## config.mk

```make
export PLATFORM = sky130hd
export DESIGN_NAME = nttpm_ctrl
export DESIGN_NICKNAME = d
export VERILOG_FILES = /design/src/hdl/nttpm_pkg.sv /design/src/hdl/nttpm_ctrl.sv
export VERILOG_INCLUDE_DIRS = /design/src /design/src/hdl
export SDC_FILE = /design/constraint.sdc
export NUM_CORES = 1
export LEC_CHECK = 0
export ABC_AREA = 1
export BUFFER_PORTS_ARGS = -buffer_cell sky130_fd_sc_hd__clkbuf_2
export CAP_MARGIN = 20
export CORE_MARGIN = 2
export CORE_UTILIZATION = 55
export CTS_CLUSTER_DIAMETER = 40
export DETAILED_ROUTE_END_ITERATION = 8
export PLACE_DENSITY_LB_ADDON = 0.05
export SLEW_MARGIN = 20
export SYNTH_ARGS = -nofsm -noshare
export SYNTH_HDL_FRONTEND = slang
export SYNTH_SLANG_ARGS = --single-unit
```

## constraint.sdc

```tcl
create_clock -name clk -period 3.3 [get_ports clk]
set_input_delay 0.495 -clock clk [delete_from_list [all_inputs] [get_ports clk]]
set_output_delay 0.495 -clock clk [all_outputs]
set_load 0.01 [all_outputs]
```

## src/hdl/ntt_polynomial_multiply_defines.svh

```systemverilog
// assertion helpers used by the control rtl
`ifndef NTT_POLYNOMIAL_MULTIPLY_DEFINES_SVH
`define NTT_POLYNOMIAL_MULTIPLY_DEFINES_SVH

// condition holds at every clock edge out of reset
`define NTTPM_ASSERT(label, expr, msg) \
    label: assert property (@(posedge clk) disable iff (!rst_n) (expr)) else $error(msg);

// consequent holds in the same cycle as the antecedent
`define NTTPM_ASSERT_IMP(label, ante, cons, msg) \
    label: assert property (@(posedge clk) disable iff (!rst_n) (ante) |-> (cons)) \
        else $error(msg);

// consequent holds in the cycle after the antecedent
`define NTTPM_ASSERT_NEXT(label, ante, cons, msg) \
    label: assert property (@(posedge clk) disable iff (!rst_n) (ante) |=> (cons)) \
        else $error(msg);

`endif

```

## src/hdl/nttpm_pkg.sv

```systemverilog
`default_nettype none

package nttpm_pkg;

    localparam int MAX_TRANSFORM = 64;
    localparam int MAX_TERMS     = 32;
    localparam int LOG_MAX       = $clog2(MAX_TRANSFORM);
    localparam int CAP_INT       = (MAX_TRANSFORM / 2 < MAX_TERMS) ? MAX_TRANSFORM / 2
                                                                   : MAX_TERMS;

    localparam logic [5:0]  CAP   = 6'(CAP_INT);
    localparam logic [29:0] MODP  = 30'd998244353;
    localparam logic [29:0] ROOT  = 30'd3;
    localparam logic [30:0] BARRETT_MU = 31'((64'd1 << 60) / 64'(MODP));

    // write data sources
    localparam logic [1:0] WSRC_LOAD = 2'd0;
    localparam logic [1:0] WSRC_SUM  = 2'd1;
    localparam logic [1:0] WSRC_DIFF = 2'd2;
    localparam logic [1:0] WSRC_PROD = 2'd3;

    // multiplier operand sources
    localparam logic [1:0] MSRC_BF  = 2'd0;
    localparam logic [1:0] MSRC_PW  = 2'd1;
    localparam logic [1:0] MSRC_OUT = 2'd2;

    typedef logic [29:0] twiddle_t [MAX_TRANSFORM];
    typedef logic [29:0] inv_lim_t [LOG_MAX + 1];

    typedef struct packed {
        logic        we_a;
        logic        we_b;
        logic [5:0]  waddr;
        logic [1:0]  wsrc;
        logic [5:0]  raddr;
        logic        zero_a;
        logic        zero_b;
        logic        vsel;
        logic        inv;
        logic        cap_u;
        logic        cap_t;
        logic        mul_go;
        logic [1:0]  mul_src;
        logic [5:0]  tw_idx;
        logic [2:0]  k;
        logic        emit;
        logic [5:0]  degree;
        logic        final_res;
        logic        overflow;
    } ctrl_cmd_t;

    function automatic logic [29:0] mul_mod_c(input logic [29:0] x, input logic [29:0] y);
        logic [59:0] prod;
        prod = 60'(x) * 60'(y);
        return 30'(prod % 60'(MODP));
    endfunction

    function automatic logic [29:0] pow_mod_c(input logic [29:0] base, input logic [29:0] e);
        logic [29:0] acc;
        logic [29:0] sq;
        acc = 30'd1;
        sq  = base;
        for (int i = 0; i < 30; i++)
        begin
            if (e[i])
            begin
                acc = mul_mod_c(acc, sq);
            end
            sq = mul_mod_c(sq, sq);
        end
        return acc;
    endfunction

    // entry len + i holds w^i, w a primitive 2*len-th root (or its inverse)
    function automatic twiddle_t gen_twiddles(input logic inverse);
        twiddle_t    tab;
        logic [29:0] wn;
        logic [29:0] cur;
        for (int i = 0; i < MAX_TRANSFORM; i++)
        begin
            tab[i] = '0;
        end
        for (int h = 0; (1 << h) < MAX_TRANSFORM; h++)
        begin
            wn = pow_mod_c(ROOT, 30'((MODP - 30'd1) >> (h + 1)));
            if (inverse)
            begin
                wn = pow_mod_c(wn, MODP - 30'd2);
            end
            cur = 30'd1;
            for (int i = 0; i < (1 << h); i++)
            begin
                tab[(1 << h) + i] = cur;
                cur = mul_mod_c(cur, wn);
            end
        end
        return tab;
    endfunction

    function automatic inv_lim_t gen_inv_lim();
        inv_lim_t tab;
        for (int k = 0; k <= LOG_MAX; k++)
        begin
            tab[k] = pow_mod_c(30'((MODP + 30'd1) >> 1), 30'(k));
        end
        return tab;
    endfunction

    localparam twiddle_t TWIDDLE_FWD = gen_twiddles(1'b0);
    localparam twiddle_t TWIDDLE_INV = gen_twiddles(1'b1);
    localparam inv_lim_t INV_LIM     = gen_inv_lim();

endpackage

`default_nettype wire

```

## src/hdl/nttpm_ctrl.sv

```systemverilog
`default_nettype none

module nttpm_ctrl (
    input  wire logic            clk,
    input  wire logic            rst_n,
    input  wire logic            start,
    input  wire logic            operation,
    input  wire logic            last,
    input  wire logic            mul_done,
    output logic                 busy,
    output nttpm_pkg::ctrl_cmd_t cmd
);

`include "ntt_polynomial_multiply_defines.svh"

    localparam logic [3:0] S_IDLE     = 4'd0;
    localparam logic [3:0] S_PREP     = 4'd1;
    localparam logic [3:0] S_BF_RA    = 4'd2;
    localparam logic [3:0] S_BF_RB    = 4'd3;
    localparam logic [3:0] S_BF_CAP   = 4'd4;
    localparam logic [3:0] S_BF_MUL   = 4'd5;
    localparam logic [3:0] S_BF_WAIT  = 4'd6;
    localparam logic [3:0] S_BF_WA    = 4'd7;
    localparam logic [3:0] S_BF_WB    = 4'd8;
    localparam logic [3:0] S_PW_RD    = 4'd9;
    localparam logic [3:0] S_PW_MUL   = 4'd10;
    localparam logic [3:0] S_PW_WAIT  = 4'd11;
    localparam logic [3:0] S_PW_WR    = 4'd12;
    localparam logic [3:0] S_OUT_RD   = 4'd13;
    localparam logic [3:0] S_OUT_MUL  = 4'd14;
    localparam logic [3:0] S_OUT_WAIT = 4'd15;

    logic [3:0] state_reg,      state_next;
    logic [5:0] cnt_a_reg,      cnt_a_next;
    logic [5:0] cnt_b_reg,      cnt_b_next;
    logic       first_done_reg, first_done_next;
    logic       ovf_reg,        ovf_next;
    logic [2:0] k_reg,          k_next;
    logic [5:0] plen_reg,       plen_next;
    logic [2:0] h_reg,          h_next;
    logic [4:0] b_reg,          b_next;
    logic [5:0] idx_reg,        idx_next;
    logic       vsel_reg,       vsel_next;
    logic       inv_reg,        inv_next;

    logic [5:0] n_a;
    logic [5:0] n_b;
    logic [5:0] plen_calc;
    logic [2:0] k_calc;
    logic [6:0] lim;
    logic [5:0] lim_m1;
    logic [4:0] half_m1;
    logic [5:0] len;
    logic [5:0] jpart;
    logic [5:0] blk;
    logic [5:0] ia;
    logic [5:0] ib;
    logic       last_bf;
    logic       last_out;
    logic       mask_now;

    assign n_a       = (cnt_a_reg == '0) ? 6'd1 : cnt_a_reg;
    assign n_b       = (cnt_b_reg == '0) ? 6'd1 : cnt_b_reg;
    assign plen_calc = 6'(7'(n_a) + 7'(n_b) - 7'd1);

    always_comb
    begin
        k_calc = 3'(nttpm_pkg::LOG_MAX);
        for (int j = nttpm_pkg::LOG_MAX - 1; j >= 0; j--)
        begin
            if ((7'd1 << j) >= {1'b0, plen_calc})
            begin
                k_calc = 3'(j);
            end
        end
    end

    assign lim     = 7'd1 << k_reg;
    assign lim_m1  = 6'(lim - 7'd1);
    assign half_m1 = 5'((lim >> 1) - 7'd1);

    // butterfly addresses for half-size len = 2^h
    assign len      = 6'd1 << h_reg;
    assign jpart    = {1'b0, b_reg} & (len - 6'd1);
    assign blk      = ({1'b0, b_reg} >> h_reg) << (h_reg + 3'd1);
    assign ia       = blk | jpart;
    assign ib       = ia | len;
    assign last_bf  = (b_reg == half_m1);
    assign last_out = (idx_reg == plen_reg - 6'd1);

    // untouched coefficients are read only in the first forward stage, or in the pointwise pass when k is zero
    assign mask_now = ((state_reg inside {S_BF_RA, S_BF_RB}) && !inv_reg
                       && (h_reg == k_reg - 3'd1))
                   || ((state_reg == S_PW_RD) && (k_reg == '0));

    always_comb
    begin
        state_next      = state_reg;
        cnt_a_next      = cnt_a_reg;
        cnt_b_next      = cnt_b_reg;
        first_done_next = first_done_reg;
        ovf_next        = ovf_reg;
        k_next          = k_reg;
        plen_next       = plen_reg;
        h_next          = h_reg;
        b_next          = b_reg;
        idx_next        = idx_reg;
        vsel_next       = vsel_reg;
        inv_next        = inv_reg;

        cmd           = '0;
        cmd.vsel      = vsel_reg;
        cmd.inv       = inv_reg;
        cmd.k         = k_reg;
        cmd.tw_idx    = len | jpart;
        cmd.degree    = idx_reg;
        cmd.final_res = last_out;
        cmd.overflow  = ovf_reg;
        cmd.raddr     = (state_reg == S_BF_RA) ? ia : ((state_reg == S_BF_RB) ? ib : idx_reg);
        cmd.zero_a    = mask_now && (cmd.raddr >= cnt_a_reg);
        cmd.zero_b    = mask_now && (cmd.raddr >= cnt_b_reg);

        case (state_reg)
            S_IDLE:
            begin
                if (start)
                begin
                    cmd.wsrc = nttpm_pkg::WSRC_LOAD;
                    if (!operation)
                    begin
                        cmd.waddr = cnt_a_reg;
                        if (cnt_a_reg < nttpm_pkg::CAP)
                        begin
                            cmd.we_a   = 1'b1;
                            cnt_a_next = cnt_a_reg + 6'd1;
                        end
                        else
                        begin
                            ovf_next = 1'b1;
                        end
                    end
                    else
                    begin
                        cmd.waddr = cnt_b_reg;
                        if (cnt_b_reg < nttpm_pkg::CAP)
                        begin
                            cmd.we_b   = 1'b1;
                            cnt_b_next = cnt_b_reg + 6'd1;
                        end
                        else
                        begin
                            ovf_next = 1'b1;
                        end
                    end
                    if (last)
                    begin
                        if (first_done_reg)
                        begin
                            state_next = S_PREP;
                        end
                        else
                        begin
                            first_done_next = 1'b1;
                        end
                    end
                end
            end
            S_PREP:
            begin
                k_next    = k_calc;
                plen_next = plen_calc;
                idx_next  = '0;
                b_next    = '0;
                vsel_next = 1'b0;
                inv_next  = 1'b0;
                h_next    = k_calc - 3'd1;
                state_next = (k_calc == '0) ? S_PW_RD : S_BF_RA;
            end
            S_BF_RA:
            begin
                state_next = S_BF_RB;
            end
            S_BF_RB:
            begin
                cmd.cap_u  = 1'b1;
                state_next = S_BF_CAP;
            end
            S_BF_CAP:
            begin
                cmd.cap_t  = 1'b1;
                state_next = S_BF_MUL;
            end
            S_BF_MUL:
            begin
                cmd.mul_go  = 1'b1;
                cmd.mul_src = nttpm_pkg::MSRC_BF;
                state_next  = S_BF_WAIT;
            end
            S_BF_WAIT:
            begin
                if (mul_done)
                begin
                    state_next = S_BF_WA;
                end
            end
            S_BF_WA:
            begin
                cmd.we_a   = !vsel_reg;
                cmd.we_b   = vsel_reg;
                cmd.waddr  = ia;
                cmd.wsrc   = nttpm_pkg::WSRC_SUM;
                state_next = S_BF_WB;
            end
            S_BF_WB:
            begin
                cmd.we_a   = !vsel_reg;
                cmd.we_b   = vsel_reg;
                cmd.waddr  = ib;
                cmd.wsrc   = nttpm_pkg::WSRC_DIFF;
                state_next = S_BF_RA;
                if (!last_bf)
                begin
                    b_next = b_reg + 5'd1;
                end
                else
                begin
                    b_next = '0;
                    if (!inv_reg)
                    begin
                        if (h_reg != '0)
                        begin
                            h_next = h_reg - 3'd1;
                        end
                        else if (!vsel_reg)
                        begin
                            vsel_next = 1'b1;
                            h_next    = k_reg - 3'd1;
                        end
                        else
                        begin
                            vsel_next  = 1'b0;
                            idx_next   = '0;
                            state_next = S_PW_RD;
                        end
                    end
                    else if (h_reg == k_reg - 3'd1)
                    begin
                        idx_next   = '0;
                        state_next = S_OUT_RD;
                    end
                    else
                    begin
                        h_next = h_reg + 3'd1;
                    end
                end
            end
            S_PW_RD:
            begin
                state_next = S_PW_MUL;
            end
            S_PW_MUL:
            begin
                cmd.mul_go  = 1'b1;
                cmd.mul_src = nttpm_pkg::MSRC_PW;
                state_next  = S_PW_WAIT;
            end
            S_PW_WAIT:
            begin
                if (mul_done)
                begin
                    state_next = S_PW_WR;
                end
            end
            S_PW_WR:
            begin
                cmd.we_a  = 1'b1;
                cmd.waddr = idx_reg;
                cmd.wsrc  = nttpm_pkg::WSRC_PROD;
                if (idx_reg == lim_m1)
                begin
                    idx_next = '0;
                    if (k_reg == '0)
                    begin
                        state_next = S_OUT_RD;
                    end
                    else
                    begin
                        inv_next   = 1'b1;
                        vsel_next  = 1'b0;
                        h_next     = '0;
                        b_next     = '0;
                        state_next = S_BF_RA;
                    end
                end
                else
                begin
                    idx_next   = idx_reg + 6'd1;
                    state_next = S_PW_RD;
                end
            end
            S_OUT_RD:
            begin
                state_next = S_OUT_MUL;
            end
            S_OUT_MUL:
            begin
                cmd.mul_go  = 1'b1;
                cmd.mul_src = nttpm_pkg::MSRC_OUT;
                state_next  = S_OUT_WAIT;
            end
            S_OUT_WAIT:
            begin
                cmd.emit = 1'b1;
                if (mul_done)
                begin
                    if (last_out)
                    begin
                        cnt_a_next      = '0;
                        cnt_b_next      = '0;
                        first_done_next = 1'b0;
                        ovf_next        = 1'b0;
                        state_next      = S_IDLE;
                    end
                    else
                    begin
                        idx_next   = idx_reg + 6'd1;
                        state_next = S_OUT_RD;
                    end
                end
            end
            default:
            begin
                state_next = S_IDLE;
            end
        endcase
    end

    always_ff @(posedge clk or negedge rst_n)
    begin
        if (!rst_n)
        begin
            state_reg      <= S_IDLE;
            cnt_a_reg      <= '0;
            cnt_b_reg      <= '0;
            first_done_reg <= 1'b0;
            ovf_reg        <= 1'b0;
            k_reg          <= '0;
            plen_reg       <= '0;
            h_reg          <= '0;
            b_reg          <= '0;
            idx_reg        <= '0;
            vsel_reg       <= 1'b0;
            inv_reg        <= 1'b0;
        end
        else
        begin
            state_reg      <= state_next;
            cnt_a_reg      <= cnt_a_next;
            cnt_b_reg      <= cnt_b_next;
            first_done_reg <= first_done_next;
            ovf_reg        <= ovf_next;
            k_reg          <= k_next;
            plen_reg       <= plen_next;
            h_reg          <= h_next;
            b_reg          <= b_next;
            idx_reg        <= idx_next;
            vsel_reg       <= vsel_next;
            inv_reg        <= inv_next;
        end
    end

    assign busy = (state_reg != S_IDLE);

    `NTTPM_ASSERT(a_single_write, !(cmd.we_a && cmd.we_b), "both stores written at once")
    `NTTPM_ASSERT(a_count_cap, (cnt_a_reg <= nttpm_pkg::CAP) && (cnt_b_reg <= nttpm_pkg::CAP),
        "fill count beyond capacity")
    `NTTPM_ASSERT_IMP(a_done_in_wait, mul_done,
        (state_reg == S_BF_WAIT) || (state_reg == S_PW_WAIT) || (state_reg == S_OUT_WAIT),
        "multiplier result outside a wait state")
    `NTTPM_ASSERT_NEXT(a_final_clears, (state_reg == S_OUT_WAIT) && mul_done && last_out,
        (state_reg == S_IDLE) && (cnt_a_reg == '0) && (cnt_b_reg == '0) && !first_done_reg,
        "product end did not clear the block")

endmodule

`default_nettype wire

```

==> summary.md <==
Synthesis
* **dominant combinational cell family by area after synthesis** simple AND/OR/NAND/NOR gates
* **Syn Std Cell Area** 5121 um^2
* **sequential cell area fraction in the yosys report** 21.01%
* **number of enable-type register cells in the synthesized netlist** 0
* **total of warnings raised by yosys** 0
* **synthesized area divided by synthesized cell count** 6.200 um^2
* **Synth Area in XOR/XNOR** 3.934%
* **number of library cell types mapped by synthesis** 45
* **Primary FF master, synth** dfrtp_1
* **flops & latches, synth** 43
* **synthesized instance count** 826
* **ys async rst share** 100.0%
* **complex-gate fraction of the synthesized area** 12.97%
* **share of synthesized area spent on multiplexers** 0%
* **adder and majority gate portion of the synthesized area** 11.39%
* **number of nets produced by synthesis** 878
* **Post-Synth Simple-Gate Area** 38.92%

Placement
* **routability congestion estimate from global placement** 1.036
* **DP Worst Slack** -0.3324 ns
* **count of input and output buffers** 49
* **DP Cell Count** 1050
* **placed wire-length estimate** 13350 um

Global routing
* **overflow left after global routing** 0
* **largest net degree at the start of global routing** 33
* **via count of the first global-routing pass** 5695
* **number of antenna violations at the first check in global routing** 0
* **Overall Global Routing Usage** 33.98%
* **global-route wire length before repair** 27370 um

Cells and area
* **layout cell share with drive strength beyond 1** 29.72%
* **commonest non-fill, non-tap cells in the layout** 254 x nand2_1, 103 x buf_4, 102 x inv_1
* **Diodes inserted** 0
* **Final Non-Filler Cells** 1080
* **Nets** 1020
* **number of fill cells** 801
* **Sequential Area** 1077 um^2
* **most common cell after layout, fill and taps aside** nand2_1
* **multi-input combinational cell area** 3725 um^2
* **area growth from synthesis to final layout** 28.61%

Timing
* **clock skew after layout** 0.01720 ns
* **Final Max Slew Viols** 0
* **final hold violation count** 0
* **setup tns final** -1.299 ns
* **tightest hold margin** 0.2611 ns
* **part of the cycle the worst path needs** 110.6%
* **minimum setup slack in the final design** -0.3500 ns
* **setup repair after global routing missed its margin** yes
* **worst slew pin tran** 0.8581 ns
* **Peak Freq** 274.0 MHz
* **max-slew headroom at the worst pin** 42.79%
* **final-report setup violation count** 6
* **min Tclk post-route** 3.650 ns

Worst setup path
* **Setup Crit Path Kind** register to output port
* **total number of cells along the worst setup path** 21
* **arrival time worst endpoint** 3.15 ns
* **top cell family by delay on the critical path** compound AO/OA/AOI/OAI gates
* **endpoint of the most critical register-to-register path** state_reg[1]
* **cell-by-cell trace of the critical path** buf_6 > buf_6 > nand2_2 > nand3_2 > nand3_2 > buf_6 > o21ai_4 > nor2_2 > nand2_2 > nand3_2 > o21bai_1 > nand2_2 > ha_1 > o21ai_1 > a21boi_1 > o21a_1 > o21ai_1 > nand2_1 > nand2_1 > a21oi_2 > buf_2
* **startpoint of the worst register-to-register path** cnt_b_reg[1]
* **FF-to-FF setup slack** -0.25 ns
* **maximum cell stage delay along the critical path** 0.45 ns
* **master of the slowest instance on the critical path** dfrtp_2
* **number of cell instances on the worst register-to-register path** 28
* **Critical Path End Type** output port
* **worst setup path end** cmd[25]
* **Worst Path Buf+Inv** 4
* **Worst EP required** 2.80 ns
* **crit path from** h_reg[0]
* **type of origin of the critical path** register
* **largest fanout on the critical path** 6

Die
* **initial cell density of the core** 55.95%
* **# rows** 35
* **die width** 100.5 um
* **vertical die dimension** 100.5 um
* **core footprint** 9153 um^2
* **Boundary Pins** 50
* **Die ar.** 10100 um^2

Clock tree
* **clock tree from TritonCTS** built
* **clock sink count** 43
* **clock-pin slew of the registers on the worst-case setup and hold paths** 0.10 ns
* **number of buffers inserted during clock tree synthesis** 5
* **Clock Latency Late Sink** 0.32 ns
* **buffer depth of the longest clock path** 2
* **master cell of the clock root buffer** clkbuf_8
* **maximum level of the CTS H-tree** 2
* **CTS Hold Buffers Added** 0

Drt
* **overall via count from detail_route** 6064
* **average wire length per cell after detail routing** 15.93 um
* **number of optimization iterations in the first detailed-route pass** 5
* **remaining antenna violation count** 0
* **routed via count divided by cell count** 5.615
* **DRC violations left** 0
* **starting DRC count in detailed routing** 386
* **total wire length** 17210 um

Worst hold path
* **Worst Hold Class** input port to asynchronous set/reset pin

Job
* **max capacitance violation total** 0

Outcome
* **violated checks** negative setup slack
* **result of the run** finished with violations

## layout make-up
class                      instances  area share [%]
multi-input combinational        636           56.55
timing repair buffer             157           16.32
inverter                         125           7.162
sequential                        43           16.36
tap                              111           2.109
clock buffer                       6           1.254
clock inverter                     2          0.2470
## cells in the mapped netlist, types with 5 or more instances
cell type	n	area, um^2
nand2_1	274	1028
inv_1	115	431.7
nand3_1	70	350.3
nor2_1	58	217.7
o21ai_0	47	235.2
ha_1	45	563.0
dfrtp_1	43	1076
a21oi_1	19	95.09
xor2_1	16	140.1
o21ai_1	13	65.06
nor2_2	12	75.07
nand4_1	10	62.56
inv_2	9	33.78
nand2_2	9	56.30
buf_2	8	40.04
xnor2_1	7	61.31
buf_4	6	45.04
a32oi_1	5	43.79
nand3_2	5	50.05
o211ai_1	5	37.54
## kinds of logic (layout without fill, tap and decap cells)
logic type,Yosys count,count (layout)
and+or+nand+nor,456,456
buffers and inverters,147,290
AOI/OAI and AO/OA,111,111
adders and majority gates,46,46
DFF,43,43
xor gates and xnor gates,23,23
## repair_timing
action                                  in CTS  in global routing
endpoints found under the setup margin       7                  9
pin swaps                                   32                 32
gates resized for setup                     54                 52
buffers inserted                            19                  7
## worst reg2reg max path, delay by kind of cell (launching register included)
kind	cells	cell delay, ns
DFF	1	0.40
AOI/OAI and AO/OA	2	0.17
adders and majority gates	6	1.41
buffers and inverters	5	0.30
and+or+nand+nor	15	1.13
## worst min path at each step
stage                 from      endpoint
2_1_floorplan        rst_n      b_reg[0]
3_3_place_gp       ovf_reg       ovf_reg
3_5_place_dp   plen_reg[5]   plen_reg[5]
4_1_cts              rst_n  cnt_b_reg[1]
5_1_grt              rst_n  cnt_b_reg[0]
6_report             rst_n  cnt_b_reg[0]
## per-layer routing
metal | vias up | GRT usage [%] | routed length (um) | part of all wire (%)
met3 | 40 | 4.646 | 1303 | 7.6
met1 | 2843 | 46.14 | 7361 | 43
met5 | - | 0 | 0 | 0
li1 | 2931 | - | - | -
met4 | 0 | 12.22 | 486 | 2.8
met2 | 250 | 55.39 | 8057 | 47
## metrics by stage
stage               cell area, um^2  util, %
floorplan                      5129        -
global placement               6027    65.85
detailed placement             6027    65.85
CTS                            6402    69.95
global route                   6586    71.96
finish                         6586    71.96
Power is left out: the tool's default activity adds up to more than one toggle a clock period on the data nets, which glitch-free logic cannot reach.
